[src/hw/rtl/nrm_pkg.sv]
// nrm_pkg: field widths, input kind codes and shared types of the delta-R matcher
// no dependencies; used by every other file of the block except nrm_ram
`default_nettype none

package nrm_pkg;

    // field widths
    localparam int KIND_W  = 2;
    localparam int ETA_W   = 16;
    localparam int PHI_W   = 15;
    localparam int MAXD_W  = 17;
    localparam int INDEX_W = 7;

    // distance arithmetic widths
    localparam int DE_W    = ETA_W + 1;
    localparam int DP_W    = PHI_W + 1;
    localparam int AE_W    = ETA_W;
    localparam int AP_W    = PHI_W;
    localparam int D2_W    = 2 * AE_W + 1;
    localparam int BEST_W  = 2 * MAXD_W;

    // largest phi difference magnitude before wrapping
    localparam int PHI_SPAN = 32767;

    // square root unit
    localparam int ROOT_W     = MAXD_W;
    localparam int ROOT_STEPS = BEST_W / 2;
    localparam int ROOT_CNT_W = 5;
    localparam int REM_W      = ROOT_W + 4;

    // input kinds
    localparam logic [KIND_W-1:0] KIND_CLEAR = 2'd0;
    localparam logic [KIND_W-1:0] KIND_STORE = 2'd1;
    localparam logic [KIND_W-1:0] KIND_QUERY = 2'd2;

    // register reset and no-match code
    localparam logic [MAXD_W-1:0]         MAX_DIST_RESET = 17'd1638;
    localparam logic signed [INDEX_W-1:0] NO_MATCH       = -7'sd1;

    // tag that travels with each stored object through the distance pipeline
    typedef struct packed {
        logic valid;
        logic last;
    } tag_t;

endpackage

`default_nettype wire

[src/hw/rtl/nrm_in_if.sv]
// nrm_in_if: input channel of the delta-R matcher (kind, eta, phi words)
// depends on nrm_pkg for the field widths
`default_nettype none

interface nrm_in_if;
    logic                              valid;
    logic                              ready;
    logic [nrm_pkg::KIND_W-1:0]        kind;
    logic signed [nrm_pkg::ETA_W-1:0]  eta;
    logic signed [nrm_pkg::PHI_W-1:0]  phi;

    modport source (output valid, kind, eta, phi, input ready);
    modport sink   (input valid, kind, eta, phi, output ready);
endinterface

`default_nettype wire

[src/hw/rtl/nrm_out_if.sv]
// nrm_out_if: result channel of the delta-R matcher (match_index, distance words)
// depends on nrm_pkg for the field widths
`default_nettype none

interface nrm_out_if;
    logic                                valid;
    logic                                ready;
    logic signed [nrm_pkg::INDEX_W-1:0]  match_index;
    logic [nrm_pkg::MAXD_W-1:0]          distance;

    modport source (output valid, match_index, distance, input ready);
    modport sink   (input valid, match_index, distance, output ready);
endinterface

`default_nettype wire

[src/hw/rtl/nearest_delta_r_match.sv]
// nearest_delta_r_match: top level, sequencer, reference RAM and result register
// depends on nrm_pkg, nrm_in_if, nrm_out_if, nrm_ram, nrm_dist_unit, nrm_isqrt
//
//   channel   dir  handshake         payload
//   in_ch     in   valid / ready     kind, eta, phi
//   out_ch    out  valid / ready     match_index, distance
//   cfg       in   cfg_wr_en         cfg_wr_data (max_distance)
//
// clear and store words are taken while idle and may follow back to back.
// a query holds in_ch.ready low while it walks the RAM over the N stored objects,
// drains the read and distance pipeline, decides, runs the root steps on a match and
// loads the result; an empty list goes straight to the result. a finished query waits
// while the result register is full; the next word may enter while a result waits.
// rst_n clears the list count and the sequencer and presets the threshold.
`default_nettype none

module nearest_delta_r_match #(
    parameter int MAX_REFS = 64,
    parameter int PI_FIXED = 12868
) (
    input  wire logic                       clk,
    input  wire logic                       rst_n,
    nrm_in_if.sink                          in_ch,
    nrm_out_if.source                       out_ch,
    input  wire logic                       cfg_wr_en,
    input  wire logic [nrm_pkg::MAXD_W-1:0] cfg_wr_data
);

    localparam int CNT_W   = $clog2(MAX_REFS + 1);
    localparam int ADDR_W  = (MAX_REFS > 1) ? $clog2(MAX_REFS) : 1;
    localparam int ENTRY_W = nrm_pkg::ETA_W + nrm_pkg::PHI_W;

    // sequencer states
    localparam logic [2:0] S_IDLE  = 3'd0;
    localparam logic [2:0] S_SCAN  = 3'd1;
    localparam logic [2:0] S_DRAIN = 3'd2;
    localparam logic [2:0] S_START = 3'd3;
    localparam logic [2:0] S_ROOT  = 3'd4;
    localparam logic [2:0] S_DONE  = 3'd5;

    logic [2:0]                     state_reg, state_next;
    logic [CNT_W-1:0]               count_reg;
    logic [CNT_W-1:0]               scan_idx_reg;
    logic                           found_reg;
    logic                           out_valid_reg;
    logic [nrm_pkg::MAXD_W-1:0]     max_distance_reg;
    nrm_pkg::tag_t                  rd_tag_reg;
    logic [ADDR_W-1:0]              rd_idx_reg;

    logic signed [nrm_pkg::ETA_W-1:0]   q_eta_reg;
    logic signed [nrm_pkg::PHI_W-1:0]   q_phi_reg;
    logic [nrm_pkg::BEST_W-1:0]         thr_sq_reg;
    logic [nrm_pkg::BEST_W-1:0]         best_reg;
    logic [ADDR_W-1:0]                  best_idx_reg;
    logic signed [nrm_pkg::INDEX_W-1:0] out_idx_reg;
    logic [nrm_pkg::MAXD_W-1:0]         out_dist_reg;

    logic                           in_take;
    logic                           out_free;
    logic                           is_full;
    logic                           store_wr;
    logic                           query_take;
    logic                           issue;
    logic                           scan_last;
    logic                           better;
    logic                           root_start;
    logic                           root_done;
    logic [nrm_pkg::ROOT_W-1:0]     root_val;
    logic [nrm_pkg::BEST_W-1:0]     cur_best;
    logic [ENTRY_W-1:0]             rd_data;
    nrm_pkg::tag_t                  dist_tag;
    logic [ADDR_W-1:0]              dist_idx;
    logic [nrm_pkg::D2_W-1:0]       dist_d2;

    // handshake and word decode
    assign in_ch.ready = (state_reg == S_IDLE);
    assign in_take     = in_ch.valid && in_ch.ready;
    assign out_free    = !out_valid_reg || out_ch.ready;
    assign is_full     = (count_reg == CNT_W'(MAX_REFS));
    assign store_wr    = in_take && (in_ch.kind == nrm_pkg::KIND_STORE) && !is_full;
    assign query_take  = in_take && (in_ch.kind == nrm_pkg::KIND_QUERY);
    assign issue       = (state_reg == S_SCAN);
    assign scan_last   = ((scan_idx_reg + CNT_W'(1)) == count_reg);

    // running best against threshold; strict compare keeps the first-loaded winner
    assign cur_best = found_reg ? best_reg : thr_sq_reg;
    assign better   = dist_tag.valid && ({1'b0, dist_d2} < cur_best);

    // reference object store
    nrm_ram #(
        .WIDTH (ENTRY_W),
        .DEPTH (MAX_REFS)
    ) u_ref_ram (
        .clk     (clk),
        .wr_en   (store_wr),
        .wr_addr (count_reg[ADDR_W-1:0]),
        .wr_data ({in_ch.eta, in_ch.phi}),
        .rd_en   (issue),
        .rd_addr (scan_idx_reg[ADDR_W-1:0]),
        .rd_data (rd_data)
    );

    // squared distance pipeline
    nrm_dist_unit #(
        .PI_FIXED (PI_FIXED),
        .IDX_W    (ADDR_W)
    ) u_dist (
        .clk     (clk),
        .rst_n   (rst_n),
        .tag_in  (rd_tag_reg),
        .idx_in  (rd_idx_reg),
        .q_eta   (q_eta_reg),
        .q_phi   (q_phi_reg),
        .r_eta   ($signed(rd_data[ENTRY_W-1 -: nrm_pkg::ETA_W])),
        .r_phi   ($signed(rd_data[nrm_pkg::PHI_W-1:0])),
        .tag_out (dist_tag),
        .idx_out (dist_idx),
        .d2      (dist_d2)
    );

    // square root of the winning distance
    nrm_isqrt u_isqrt (
        .clk      (clk),
        .rst_n    (rst_n),
        .start    (root_start),
        .radicand (best_reg),
        .done     (root_done),
        .root     (root_val)
    );

    // sequencer
    always_comb
    begin
        state_next = state_reg;
        root_start = 1'b0;
        case (state_reg)
            S_IDLE:
            begin
                if (query_take)
                begin
                    state_next = (count_reg == '0) ? S_DONE : S_SCAN;
                end
            end
            S_SCAN:
            begin
                if (scan_last)
                begin
                    state_next = S_DRAIN;
                end
            end
            S_DRAIN:
            begin
                if (dist_tag.valid && dist_tag.last)
                begin
                    state_next = S_START;
                end
            end
            S_START:
            begin
                if (found_reg)
                begin
                    root_start = 1'b1;
                    state_next = S_ROOT;
                end
                else
                begin
                    state_next = S_DONE;
                end
            end
            S_ROOT:
            begin
                if (root_done)
                begin
                    state_next = S_DONE;
                end
            end
            S_DONE:
            begin
                if (out_free)
                begin
                    state_next = S_IDLE;
                end
            end
            default:
            begin
                state_next = S_IDLE;
            end
        endcase
    end

    // control registers
    always_ff @(posedge clk or negedge rst_n)
    begin
        if (!rst_n)
        begin
            state_reg        <= S_IDLE;
            count_reg        <= '0;
            scan_idx_reg     <= '0;
            found_reg        <= 1'b0;
            out_valid_reg    <= 1'b0;
            max_distance_reg <= nrm_pkg::MAX_DIST_RESET;
            rd_tag_reg       <= '0;
        end
        else
        begin
            state_reg <= state_next;

            if (cfg_wr_en)
            begin
                max_distance_reg <= cfg_wr_data;
            end

            // list fill count
            if (in_take && (in_ch.kind == nrm_pkg::KIND_CLEAR))
            begin
                count_reg <= '0;
            end
            else if (store_wr)
            begin
                count_reg <= count_reg + CNT_W'(1);
            end

            // scan index and found flag
            if (query_take)
            begin
                scan_idx_reg <= '0;
                found_reg    <= 1'b0;
            end
            else
            begin
                if (issue)
                begin
                    scan_idx_reg <= scan_idx_reg + CNT_W'(1);
                end
                if (better)
                begin
                    found_reg <= 1'b1;
                end
            end

            rd_tag_reg.valid <= issue;
            rd_tag_reg.last  <= issue && scan_last;

            // result register
            if ((state_reg == S_DONE) && out_free)
            begin
                out_valid_reg <= 1'b1;
            end
            else if (out_ch.ready)
            begin
                out_valid_reg <= 1'b0;
            end
        end
    end

    // payload registers
    always_ff @(posedge clk)
    begin
        if (query_take)
        begin
            q_eta_reg <= in_ch.eta;
            q_phi_reg <= in_ch.phi;
        end

        thr_sq_reg <= nrm_pkg::BEST_W'(max_distance_reg)
                      * nrm_pkg::BEST_W'(max_distance_reg);
        rd_idx_reg <= scan_idx_reg[ADDR_W-1:0];

        if (better)
        begin
            best_reg     <= {1'b0, dist_d2};
            best_idx_reg <= dist_idx;
        end

        if ((state_reg == S_DONE) && out_free)
        begin
            out_idx_reg  <= found_reg ? $signed(nrm_pkg::INDEX_W'(best_idx_reg))
                                      : nrm_pkg::NO_MATCH;
            out_dist_reg <= found_reg ? root_val : max_distance_reg;
        end
    end

    assign out_ch.valid       = out_valid_reg;
    assign out_ch.match_index = out_idx_reg;
    assign out_ch.distance    = out_dist_reg;

endmodule

`default_nettype wire

[src/hw/rtl/nrm_ram.sv]
// nrm_ram: generic single-write, single-read RAM with registered read data
// no dependencies
`default_nettype none

module nrm_ram #(
    parameter int WIDTH  = 31,
    parameter int DEPTH  = 64,
    parameter int ADDR_W = (DEPTH > 1) ? $clog2(DEPTH) : 1
) (
    input  wire logic              clk,
    input  wire logic              wr_en,
    input  wire logic [ADDR_W-1:0] wr_addr,
    input  wire logic [WIDTH-1:0]  wr_data,
    input  wire logic              rd_en,
    input  wire logic [ADDR_W-1:0] rd_addr,
    output logic      [WIDTH-1:0]  rd_data
);

    logic [WIDTH-1:0] mem [DEPTH];

    // write port
    always_ff @(posedge clk)
    begin
        if (wr_en)
        begin
            mem[wr_addr] <= wr_data;
        end
    end

    // registered read port
    always_ff @(posedge clk)
    begin
        if (rd_en)
        begin
            rd_data <= mem[rd_addr];
        end
    end

endmodule

`default_nettype wire

[src/hw/rtl/nrm_dist_unit.sv]
// nrm_dist_unit: four-stage squared delta-R unit, one stored object per cycle
// depends on nrm_pkg for widths and the tag type
`default_nettype none

module nrm_dist_unit #(
    parameter int PI_FIXED = 12868,
    parameter int IDX_W    = 6
) (
    input  wire logic                              clk,
    input  wire logic                              rst_n,
    input  wire nrm_pkg::tag_t                     tag_in,
    input  wire logic [IDX_W-1:0]                  idx_in,
    input  wire logic signed [nrm_pkg::ETA_W-1:0]  q_eta,
    input  wire logic signed [nrm_pkg::PHI_W-1:0]  q_phi,
    input  wire logic signed [nrm_pkg::ETA_W-1:0]  r_eta,
    input  wire logic signed [nrm_pkg::PHI_W-1:0]  r_phi,
    output nrm_pkg::tag_t                          tag_out,
    output logic [IDX_W-1:0]                       idx_out,
    output logic [nrm_pkg::D2_W-1:0]               d2
);

    // wrap working width and number of conditional wrap steps
    localparam int WRAP_W     = $clog2(nrm_pkg::PHI_SPAN + 1 + 2 * PI_FIXED) + 2;
    localparam int WRAP_STEPS = (nrm_pkg::PHI_SPAN + 2 * PI_FIXED - 1) / (2 * PI_FIXED) + 1;
    localparam logic signed [WRAP_W-1:0] PI_S     = WRAP_W'(PI_FIXED);
    localparam logic signed [WRAP_W-1:0] NEG_PI_S = -WRAP_W'(PI_FIXED);
    localparam logic signed [WRAP_W-1:0] TWO_PI_S = WRAP_W'(2 * PI_FIXED);

    nrm_pkg::tag_t tag1_reg, tag2_reg, tag3_reg, tag4_reg;
    logic [IDX_W-1:0] idx1_reg, idx2_reg, idx3_reg, idx4_reg;

    logic signed [nrm_pkg::DE_W-1:0] de_reg;
    logic signed [nrm_pkg::DP_W-1:0] dp_reg;
    logic [nrm_pkg::AE_W-1:0]        ae_reg;
    logic [nrm_pkg::AP_W-1:0]        ap_reg;
    logic [2*nrm_pkg::AE_W-1:0]      sq_e_reg;
    logic [2*nrm_pkg::AP_W-1:0]      sq_p_reg;
    logic [nrm_pkg::D2_W-1:0]        d2_reg;

    logic signed [nrm_pkg::DE_W-1:0] de_next;
    logic signed [nrm_pkg::DP_W-1:0] dp_next;
    logic signed [WRAP_W-1:0]        wrap_val;
    logic signed [WRAP_W-1:0]        abs_p;
    logic signed [nrm_pkg::DE_W-1:0] abs_e;

    // stage 1: coordinate differences
    assign de_next = {q_eta[nrm_pkg::ETA_W-1], q_eta} - {r_eta[nrm_pkg::ETA_W-1], r_eta};
    assign dp_next = {q_phi[nrm_pkg::PHI_W-1], q_phi} - {r_phi[nrm_pkg::PHI_W-1], r_phi};

    // stage 2: wrap phi difference into (-pi, pi], then magnitudes
    always_comb
    begin
        wrap_val = {{(WRAP_W - nrm_pkg::DP_W){dp_reg[nrm_pkg::DP_W-1]}}, dp_reg};
        for (int k = 0; k < WRAP_STEPS; k++)
        begin
            if (wrap_val > PI_S)
            begin
                wrap_val = wrap_val - TWO_PI_S;
            end
            else if (wrap_val <= NEG_PI_S)
            begin
                wrap_val = wrap_val + TWO_PI_S;
            end
        end
        abs_p = (wrap_val < 0) ? -wrap_val : wrap_val;
        abs_e = (de_reg < 0) ? -de_reg : de_reg;
    end

    // tag pipeline
    always_ff @(posedge clk or negedge rst_n)
    begin
        if (!rst_n)
        begin
            tag1_reg <= '0;
            tag2_reg <= '0;
            tag3_reg <= '0;
            tag4_reg <= '0;
        end
        else
        begin
            tag1_reg <= tag_in;
            tag2_reg <= tag1_reg;
            tag3_reg <= tag2_reg;
            tag4_reg <= tag3_reg;
        end
    end

    // data pipeline: differences, magnitudes, squares, sum
    always_ff @(posedge clk)
    begin
        idx1_reg <= idx_in;
        de_reg   <= de_next;
        dp_reg   <= dp_next;

        idx2_reg <= idx1_reg;
        ae_reg   <= abs_e[nrm_pkg::AE_W-1:0];
        ap_reg   <= abs_p[nrm_pkg::AP_W-1:0];

        idx3_reg <= idx2_reg;
        sq_e_reg <= (2 * nrm_pkg::AE_W)'(ae_reg) * (2 * nrm_pkg::AE_W)'(ae_reg);
        sq_p_reg <= (2 * nrm_pkg::AP_W)'(ap_reg) * (2 * nrm_pkg::AP_W)'(ap_reg);

        idx4_reg <= idx3_reg;
        d2_reg   <= {1'b0, sq_e_reg}
                    + {{(nrm_pkg::D2_W - 2 * nrm_pkg::AP_W){1'b0}}, sq_p_reg};
    end

    assign tag_out = tag4_reg;
    assign idx_out = idx4_reg;
    assign d2      = d2_reg;

endmodule

`default_nettype wire

[src/hw/rtl/nrm_isqrt.sv]
// nrm_isqrt: bit-serial floor integer square root, one result bit per cycle
// depends on nrm_pkg for widths and step count
`default_nettype none

module nrm_isqrt (
    input  wire logic                          clk,
    input  wire logic                          rst_n,
    input  wire logic                          start,
    input  wire logic [nrm_pkg::BEST_W-1:0]    radicand,
    output logic                               done,
    output logic [nrm_pkg::ROOT_W-1:0]         root
);

    logic [nrm_pkg::BEST_W-1:0]     x_reg;
    logic [nrm_pkg::REM_W-1:0]      rem_reg;
    logic [nrm_pkg::ROOT_W-1:0]     root_reg;
    logic [nrm_pkg::ROOT_CNT_W-1:0] cnt_reg;
    logic                           busy_reg;
    logic                           done_reg;

    logic [nrm_pkg::REM_W-1:0] rem_sh;
    logic [nrm_pkg::REM_W-1:0] trial;
    logic [nrm_pkg::REM_W-1:0] rem_next;
    logic                      take;

    // one digit step: bring down two bits, try subtracting 4*root+1
    assign rem_sh   = {rem_reg[nrm_pkg::REM_W-3:0], x_reg[nrm_pkg::BEST_W-1 -: 2]};
    assign trial    = {{(nrm_pkg::REM_W - nrm_pkg::ROOT_W - 2){1'b0}}, root_reg, 2'b01};
    assign take     = (rem_sh >= trial);
    assign rem_next = take ? (rem_sh - trial) : rem_sh;

    // step control
    always_ff @(posedge clk or negedge rst_n)
    begin
        if (!rst_n)
        begin
            busy_reg <= 1'b0;
            done_reg <= 1'b0;
            cnt_reg  <= '0;
        end
        else if (start)
        begin
            busy_reg <= 1'b1;
            done_reg <= 1'b0;
            cnt_reg  <= nrm_pkg::ROOT_CNT_W'(nrm_pkg::ROOT_STEPS);
        end
        else if (busy_reg)
        begin
            cnt_reg <= cnt_reg - nrm_pkg::ROOT_CNT_W'(1);
            if (cnt_reg == nrm_pkg::ROOT_CNT_W'(1))
            begin
                busy_reg <= 1'b0;
                done_reg <= 1'b1;
            end
        end
    end

    // datapath
    always_ff @(posedge clk)
    begin
        if (start)
        begin
            x_reg    <= radicand;
            rem_reg  <= '0;
            root_reg <= '0;
        end
        else if (busy_reg)
        begin
            x_reg    <= {x_reg[nrm_pkg::BEST_W-3:0], 2'b00};
            rem_reg  <= rem_next;
            root_reg <= {root_reg[nrm_pkg::ROOT_W-2:0], take};
        end
    end

    assign done = done_reg;
    assign root = root_reg;

endmodule

`default_nettype wire
[src/flat_wrapper.sv]
// flat-port wrapper written by rule: the top's interface ports become plain ports
module nearest_delta_r_match_flat 
#(
    parameter int MAX_REFS = 64,
    parameter int PI_FIXED = 12868
)
  (clk, rst_n, cfg_wr_en, cfg_wr_data, in_ch_valid, in_ch_kind, in_ch_eta, in_ch_phi, in_ch_ready, out_ch_valid, out_ch_match_index, out_ch_distance, out_ch_ready);
  nrm_in_if in_ch_i ();
  nrm_out_if out_ch_i ();
  input  wire logic clk;
  input  wire logic rst_n;
  input  wire logic cfg_wr_en;
  input  wire logic [nrm_pkg::MAXD_W-1:0] cfg_wr_data;
  input wire logic [$bits(in_ch_i.valid)-1:0] in_ch_valid;
  input wire logic [$bits(in_ch_i.kind)-1:0] in_ch_kind;
  input wire logic [$bits(in_ch_i.eta)-1:0] in_ch_eta;
  input wire logic [$bits(in_ch_i.phi)-1:0] in_ch_phi;
  output wire logic [$bits(in_ch_i.ready)-1:0] in_ch_ready;
  output wire logic [$bits(out_ch_i.valid)-1:0] out_ch_valid;
  output wire logic [$bits(out_ch_i.match_index)-1:0] out_ch_match_index;
  output wire logic [$bits(out_ch_i.distance)-1:0] out_ch_distance;
  input wire logic [$bits(out_ch_i.ready)-1:0] out_ch_ready;
  assign in_ch_i.valid = in_ch_valid;
  assign in_ch_i.kind = in_ch_kind;
  assign in_ch_i.eta = in_ch_eta;
  assign in_ch_i.phi = in_ch_phi;
  assign in_ch_ready = in_ch_i.ready;
  assign out_ch_valid = out_ch_i.valid;
  assign out_ch_match_index = out_ch_i.match_index;
  assign out_ch_distance = out_ch_i.distance;
  assign out_ch_i.ready = out_ch_ready;
  nearest_delta_r_match #(.MAX_REFS(MAX_REFS), .PI_FIXED(PI_FIXED)) u_core (.clk(clk), .rst_n(rst_n), .in_ch(in_ch_i), .out_ch(out_ch_i), .cfg_wr_en(cfg_wr_en), .cfg_wr_data(cfg_wr_data));
endmodule
[config.mk]
export PLATFORM = sky130hd
export DESIGN_NAME = nearest_delta_r_match_flat
export DESIGN_NICKNAME = d
export VERILOG_FILES = /design/src/hw/rtl/nrm_pkg.sv /design/src/hw/rtl/nrm_in_if.sv /design/src/hw/rtl/nrm_out_if.sv /design/src/hw/rtl/nearest_delta_r_match.sv /design/src/hw/rtl/nrm_ram.sv /design/src/hw/rtl/nrm_dist_unit.sv /design/src/hw/rtl/nrm_isqrt.sv /design/src/flat_wrapper.sv
export SDC_FILE = /design/constraint.sdc
export NUM_CORES = 2
export LEC_CHECK = 0
export ABC_CLOCK_PERIOD_IN_PS = 8300
export BUFFER_PORTS_ARGS = -buffer_cell sky130_fd_sc_hd__buf_4
export CAP_MARGIN = 10
export CORE_MARGIN = 3
export CORE_UTILIZATION = 64
export DETAILED_ROUTE_END_ITERATION = 7
export HOLD_SLACK_MARGIN = 0.05
export PLACE_DENSITY = 0.92
export REMOVE_ABC_BUFFERS = 1
export SLEW_MARGIN = 20
export SYNTH_ARGS = -nofsm -noshare
export SYNTH_HDL_FRONTEND = slang
export SYNTH_SLANG_ARGS = --single-unit
[constraint.sdc]
create_clock -name clk -period 8.3 [get_ports clk]
set_input_delay 1.245 -clock clk [delete_from_list [all_inputs] [get_ports clk]]
set_output_delay 1.245 -clock clk [all_outputs]
set_load 0.03 [all_outputs]
Word-level counts from Yosys, hierarchy flattened --
Memory sizes are Yosys's and may differ from the RTL's. A register that Yosys moved wholly into a read port is not among the register bits. Index checks and enable logic that the tools add are counted.
Cells by class: add/sub/neg operators 15, multiply operators 3, magnitude comparators 10, equal/unequal tests 15, multiplexer cells 42, reduce and logical (&&, ||, !) cells 23
Operators with widths (count):
- 18-bit 2-to-1 mux | 6
- 34-bit 2-to-1 mux | 2
- 18-bit by 16-bit adder with 18-bit output (second input constant) | 2
- 18-bit by 15-bit greater-than comparator with 1-bit output (second input constant) | 2
- 18-bit by 15-bit less-or-equal comparator with 1-bit output (second input constant) | 2
- 18-bit by 16-bit subtractor with 18-bit output (second input constant) | 2
- 7-bit 2-to-1 mux | 5
- 33-bit by 34-bit less-than comparator with 1-bit output | 1
- 17-bit by 17-bit multiplier with 34-bit output | 1
- 32-bit by 30-bit adder with 33-bit output | 1
- 33-bit 2-to-1 mux | 1
- 16-bit by 16-bit multiplier with 32-bit output | 1
- 15-bit by 15-bit multiplier with 30-bit output | 1
- 21-bit by 19-bit greater-or-equal comparator with 1-bit output | 1
- 19-bit 2-to-1 mux | 1
- 19-bit subtractor | 1
- 18-bit by 1-bit less-than comparator with 1-bit output (second input constant) | 1
- 3-bit 2-to-1 mux | 6
- 3-bit one-hot mux with 6 select lines | 1
- 16-bit by 16-bit adder with 17-bit output (second input constant) | 1
- 17-bit by 1-bit less-than comparator with 1-bit output (second input constant) | 1
- 17-bit 2-to-1 mux | 1
- 16-bit by 16-bit subtractor with 17-bit output | 1
- 16-bit by 16-bit subtractor with 17-bit output (second input constant) | 1
- other kinds (30) | 65
Storage, ports and cells: bits in registers 440, bits in writable memories 1984, input port bits 55, output and inout port bits 26, logic and storage cells 152, memories kept 1
Memories:
- u_core.u_ref_ram.mem | words 64, bits a word 31, read ports 1, clocked after memory_dff 1, wr ports 1, RTL line nrm_ram.sv:19 | logic [WIDTH-1:0] mem [DEPTH];

Logic depth before layout (Yosys ltp) --
word-level depth 11, depth in mapped cells 29, mapped depth without buffers 28

Modules after synthesis --
Synthesis repeated with hierarchy kept, for this count alone.
Second synthesis, totals: cell total of the unflattened synthesis 7464, area total of the unflattened synthesis 116949.7 sq um
Modules (own cells, without submodules):
- nrm_ram | instances 1, cells an instance 3418, area an instance 76616.0 sq um, seq. area each 60508.0 sq um
- nrm_dist_unit | instances 1, cells an instance 2241, area an instance 21144.0 sq um, seq. area each 3823.7 sq um
- nearest_delta_r_match | instances 1, cells an instance 1401, area an instance 14986.9 sq um, seq. area each 4561.9 sq um
- nrm_isqrt | instances 1, cells an instance 404, area an instance 4202.8 sq um, seq. area each 1916.8 sq um

Least setup slack after synthesis --
OpenSTA, ideal clock, no wires.
path kind register to register, from register u_core.u_dist.ae_reg[3] (netlist bit), to register u_core.u_dist.sq_e_reg[30] (netlist bit), library setup time 0.123 ns, arrival 6.191 ns, data required time 8.177 ns, path slack 1.986 ns, stages on the path, launching flop included 30, path buffers 1, clock period less this slack 6.314 ns, cell sequence dfxtp_1 > clkbuf_1 > nand2_1 > inv_1 > fa_1 > inv_1 > fa_1 > inv_1 > fa_1 > inv_1 > fa_1 > inv_1 > fa_1 > inv_1 > fa_1 > inv_1 > ha_1 > inv_1 > o21bai_1 > a21oi_1 > nor2b_1 > a311o_1 > a31o_2 > a211oi_1 > o21ai_0 > nand3_1 > a311oi_1 > o21ai_0 > a21oi_1 > xor2_1
On the way: longest elaborated chain between the ends 1
RTL lines:
- from (decl) | RTL line nrm_dist_unit.sv:34 | logic [nrm_pkg::AE_W-1:0] ae_reg;
- from (signal assigned) | RTL line nrm_dist_unit.sv:96 | ae_reg <= abs_e[nrm_pkg::AE_W-1:0];
- 16-bit by 16-bit multiplier with 32-bit output | RTL line nrm_dist_unit.sv:100 | sq_e_reg <= (2 * nrm_pkg::AE_W)'(ae_reg) * (2 * nrm_pkg::AE_W)'(ae_reg);
- to (signal assigned) | RTL line nrm_dist_unit.sv:100
- to (decl) | RTL line nrm_dist_unit.sv:36 | logic [2*nrm_pkg::AE_W-1:0] sq_e_reg;
Every way passes these cells. A chain may end at the register's enable or synchronous reset.

Worst setup path in the final report --
from register u_core.max_distance_reg[7] (netlist bit), to register u_core.thr_sq_reg[33] (netlist bit)
On the way: longest elaborated chain between the ends 1
RTL lines:
- from (decl) | RTL line nearest_delta_r_match.sv:46 | logic [nrm_pkg::MAXD_W-1:0] max_distance_reg;
- from (signal assigned) | RTL line nearest_delta_r_match.sv:201 | max_distance_reg <= nrm_pkg::MAX_DIST_RESET;
- from (signal assigned) | RTL line nearest_delta_r_match.sv:210 | max_distance_reg <= cfg_wr_data;
- 17-bit by 17-bit multiplier with 34-bit output | RTL line nearest_delta_r_match.sv:266 | * nrm_pkg::BEST_W'(max_distance_reg);
- to (signal assigned) | RTL line nearest_delta_r_match.sv:265 | thr_sq_reg <= nrm_pkg::BEST_W'(max_distance_reg)
- to (decl) | RTL line nearest_delta_r_match.sv:52 | logic [nrm_pkg::BEST_W-1:0] thr_sq_reg;
Every way passes these cells.

==> results.sh <==
export IMPL_type_of_element_capturing_the_critical_path="flop"
export IMPL_total_cell_area_at_the_placement_stage_um2=120000
export IMPL_finalWirelength_um=367100
export IMPL_cts_repair_resized=0
export IMPL_critical_path_reg2reg_startpoint="u_core.max_distance_reg[7]"
export IMPL_chipWidth_um=432.0
export IMPL_dp_cells=9296
export IMPL_pin_count=81
export IMPL_avg_cell_area_syn_um2=16.52
export IMPL_num_fill_cells=9855
export IMPL_worst_r2r_setup_slack_ps=1200
export IMPL_critical_path_peak_fanout=19
export IMPL_leakage_nw=47.38
export IMPL_timing_final_hold_violations=0
export IMPL_detailedPlace_worstSlack_ps=1262
export IMPL_place_congestion=0.9027
export IMPL_count_of_mapped_cells_out_of_synthesis=7032
export IMPL_non_filler_cells_in_the_finished_layout=9737
export IMPL_maxCapViolCount=1
export IMPL_tritoncts="built"
export IMPL_initialDrtViolationCount=12858
export IMPL_unrepaired_setup_endpoints_after_global_routing="no"
export IMPL_worstSetupEndpoint="u_core.thr_sq_reg[33]"
export IMPL_floorplan_die_height_um=432.0
export IMPL_clkSlewWorstSetupHoldPaths_ps=70
export IMPL_synth_edf_count=2143
export IMPL_num_rows=155
export IMPL_tightest_slew_ps=2081
export IMPL_routedWlPerCell_um=37.70
export IMPL_worst_skew_pair_later_pin_latency_ps=900
export IMPL_critical_path_source_type="flop"
export IMPL_via_count=70902
export IMPL_timing_critical_path_arrival_ps=7800
export IMPL_cts_num_sinks=2452
export IMPL_critPathLaunch="u_core.max_distance_reg[7]"
export IMPL_grt_start_max_net_pins=138
export IMPL_final_min_clock_period_ps=7105
export IMPL_worstPathRequired_ps=9000
export IMPL_mappedNetlistArea_um2=116200
export IMPL_grt_use_total_pct=39.47
export IMPL_antenna_found_initial=48
export IMPL_violations_in_the_final_reports="design-rule violations, max-capacitance violations, max-slew violations"
export IMPL_h_tree_depth=4
export IMPL_areaGrowthSynthToFinish_pct=9.767
export IMPL_post_route_cells_drive_above_1_share_pct=17.85
export IMPL_finalClockSkew_ps=127.9
export IMPL_detail_route_drc_violations=13
export IMPL_cts_path_max_buffers=3
export IMPL_netlist_top_cells_area="sky130_fd_sc_hd__edfxtp_1, sky130_fd_sc_hd__mux4_2, sky130_fd_sc_hd__fa_1"
export IMPL_initial_core_utilization_pct=64.76
export IMPL_first_global_vias=71575
export IMPL_core_area_um2=179400
export IMPL_post_cts_buffers=0
export IMPL_ctsRootBufferMaster="sky130_fd_sc_hd__clkbuf_16"
export IMPL_timing_slew_headroom_pct=-39.03
export IMPL_buffer_ports_inserted=80
export IMPL_synthesis_yosys_warnings=0
export IMPL_grt_pass1_wl_um=519300
export IMPL_ys_seq_elements=2452
export IMPL_path_class="reg2reg"
export IMPL_synth_sequential_area_ratio_pct=60.95
export IMPL_antenna_violating_nets_post_route=0
export IMPL_dr_pass1_iters=8
export IMPL_period_share_pct=85.60
export IMPL_grt_remaining_overflow=0
export IMPL_cts_buffers_inserted=223
export IMPL_die_area_um2=186700
export IMPL_postSynth_asyncResetShare_pct=2.162
export IMPL_irDropWorstVdd_uv=502.5
export IMPL_cts_hold_fix_buffers=0
export IMPL_ff2ff_path_depth=23
export IMPL_synth_top_area_share_pct=55.39
export IMPL_maxSlewViolCount=3
export IMPL_synth_cell_type_count=103
export IMPL_outcome="finished with violations"
export IMPL_final_net_count=8138
export IMPL_final_critical_path_setup_slack_ps=1195
export IMPL_post_dp_hpwl_um=208500
export IMPL_yosys_area_top_type="sky130_fd_sc_hd__edfxtp_1"
export IMPL_route_detailed_vias_per_inst=7.282
export IMPL_worstReg2RegEnd="u_core.thr_sq_reg[33]"
export IMPL_stdcell_area_um2=127500
export IMPL_final_setup_viol_count=0
export IMPL_timing_hold_worst_class="reg2reg"
export IMPL_fmax_ghz=0.1408
export IMPL_synthFlopType="sky130_fd_sc_hd__edfxtp_1"
export IMPL_p_total_w=0.03187
export IMPL_largest_reg_flops=1984
export IMPL_power_per_cell_area_nw_per_um2=249.9
-- worst min path at each step --
stage                                    startpoint                   endpoint  cells past startpoint
after floorplan                u_core.rd_idx_reg[0]  u_core.u_dist.idx1_reg[0]                      0
after CTS                 u_core.u_dist.idx2_reg[1]  u_core.u_dist.idx3_reg[1]                      0
after detailed placement  u_core.u_dist.idx1_reg[0]  u_core.u_dist.idx2_reg[0]                      0
final                     u_core.u_dist.idx1_reg[0]  u_core.u_dist.idx2_reg[0]                      0
after global placement    u_core.u_dist.idx3_reg[3]   u_core.u_dist.idx_out[3]                      0
after global routing      u_core.u_dist.idx3_reg[1]   u_core.u_dist.idx_out[1]                      0
-- cells in the final DEF (no fill, tap or decap), types with 45 or more instances in the layout --
master | synthesis | layout
sky130_fd_sc_hd__mux2i_1 | 68 | 68
sky130_fd_sc_hd__nor3_1 | 51 | 50
sky130_fd_sc_hd__a21oi_1 | 133 | 132
sky130_fd_sc_hd__nand2_1 | 382 | 382
sky130_fd_sc_hd__xor2_1 | 54 | 54
sky130_fd_sc_hd__clkinv_1 | 1 | 45
sky130_fd_sc_hd__o21ai_0 | 141 | 141
sky130_fd_sc_hd__and2_1 | 179 | 179
sky130_fd_sc_hd__inv_1 | 802 | 802
sky130_fd_sc_hd__buf_4 | 7 | 167
sky130_fd_sc_hd__clkbuf_1 | 192 | 48
sky130_fd_sc_hd__edfxtp_1 | 2143 | 2143
sky130_fd_sc_hd__nor2_4 | 0 | 66
sky130_fd_sc_hd__fa_1 | 495 | 495
sky130_fd_sc_hd__ha_1 | 418 | 418
sky130_fd_sc_hd__xnor2_1 | 126 | 126
sky130_fd_sc_hd__nor2_1 | 305 | 239
sky130_fd_sc_hd__clkbuf_16 | 0 | 227
sky130_fd_sc_hd__dfxtp_1 | 256 | 256
sky130_fd_sc_hd__mux4_2 | 651 | 651
-- cell type report --
cell class | instances | area (um^2) | share of cell area, %
multi-input cells | 3510 | 41860 | 32.82
repair buffers | 179 | 1474 | 1.156
inverters | 804 | 3018 | 2.367
clock buffers | 288 | 6040 | 4.736
flip-flops and latches | 2452 | 70840 | 55.55
well taps | 2355 | 2947 | 2.311
clock inverters | 123 | 1284 | 1.007
diodes | 26 | 65.06 | 0.05102
-- kinds of logic (layout without fill, tap and decap cells) --
kind of cell	after synthesis	after routing	synth area share, %
other	1	27	0.003228
and+or+nand+nor	1146	1146	4.700
AOI/OAI and AO/OA	521	521	2.935
buffers and inverters	1070	1394	3.490
xor gates and xnor gates	185	185	1.437
muxes	744	744	13.45
adders and majority gates	913	913	13.03
DFF	2452	2452	60.95
-- power by group --
part | switching [W] | internal (W) | total [W]
clock | 0.00510 | 0.00575 | 0.0109
combinational | 0.00419 | 0.00305 | 0.00723
sequential | 0.000129 | 0.0137 | 0.0138
-- metrics by stage --
stage	TNS [ps]	hold slack, ps	util, %
2_1_floorplan	-527060	309.6	-
3_3_place_gp	0	312.1	66.91
3_5_place_dp	0	312.1	66.91
4_1_cts	0	327.0	70.99
5_1_grt	0	338.9	71.05
6_report	0	325.2	71.08
-- per-layer routing --
metal,vias to the layer above,GRT usage [%],wire [um]
met5,-,0,187
met4,30,30.19,37550
met3,2196,11.80,49410
met2,7714,61.94,173100
met1,34733,46.11,106900
li1,26229,-,-
-- Yosys cell counts (7+ instances only) --
master and number:
sky130_fd_sc_hd__o31ai_1 14, sky130_fd_sc_hd__and3_1 24, sky130_fd_sc_hd__xnor2_1 126, sky130_fd_sc_hd__edfxtp_1 2143, sky130_fd_sc_hd__buf_1 63, sky130_fd_sc_hd__a311oi_1 7, sky130_fd_sc_hd__ha_1 418, sky130_fd_sc_hd__and2_1 179
sky130_fd_sc_hd__mux2i_1 68, sky130_fd_sc_hd__nand4_1 16, sky130_fd_sc_hd__o21ai_0 141, sky130_fd_sc_hd__nor2b_1 36, sky130_fd_sc_hd__a21boi_0 31, sky130_fd_sc_hd__o2111ai_1 7, sky130_fd_sc_hd__nor2_1 305, sky130_fd_sc_hd__or3_1 18
sky130_fd_sc_hd__a21o_1 28, sky130_fd_sc_hd__inv_1 802, sky130_fd_sc_hd__fa_1 495, sky130_fd_sc_hd__o21bai_1 15, sky130_fd_sc_hd__o211ai_1 9, sky130_fd_sc_hd__a211oi_1 14, sky130_fd_sc_hd__dfrtp_1 47, sky130_fd_sc_hd__nand2_1 382
sky130_fd_sc_hd__o21a_1 30, sky130_fd_sc_hd__or2_2 16, sky130_fd_sc_hd__nand3_1 36, sky130_fd_sc_hd__mux2_2 25, sky130_fd_sc_hd__clkbuf_1 192, sky130_fd_sc_hd__buf_4 7, sky130_fd_sc_hd__nor4_1 9, sky130_fd_sc_hd__xor2_1 54
sky130_fd_sc_hd__nand2b_1 33, sky130_fd_sc_hd__dfxtp_1 256, sky130_fd_sc_hd__nor3_1 51, sky130_fd_sc_hd__nand3b_1 10, sky130_fd_sc_hd__mux4_2 651, sky130_fd_sc_hd__a31oi_1 22, sky130_fd_sc_hd__a21oi_1 133
-- critical path: stages (launching register included) --
cell	delay, ps
sky130_fd_sc_hd__dfrtp_1	810
sky130_fd_sc_hd__and2_1	260
sky130_fd_sc_hd__inv_1	70
sky130_fd_sc_hd__fa_1	530
sky130_fd_sc_hd__inv_1	50
sky130_fd_sc_hd__fa_1	400
sky130_fd_sc_hd__inv_1	80
sky130_fd_sc_hd__fa_1	420
sky130_fd_sc_hd__fa_1	540
sky130_fd_sc_hd__inv_1	50
sky130_fd_sc_hd__fa_1	500
sky130_fd_sc_hd__fa_1	420
sky130_fd_sc_hd__ha_1	350
sky130_fd_sc_hd__nand2_1	70
sky130_fd_sc_hd__nor4_1	320
sky130_fd_sc_hd__a21oi_1	210
sky130_fd_sc_hd__o211ai_1	290
sky130_fd_sc_hd__nand3_1	150
sky130_fd_sc_hd__a31oi_1	240
sky130_fd_sc_hd__nand4_1	170
sky130_fd_sc_hd__a31oi_1	360
sky130_fd_sc_hd__a41o_1	260
sky130_fd_sc_hd__nor4_1	50
sky130_fd_sc_hd__a311o_1	330
(Power assumes the default switching activity.)
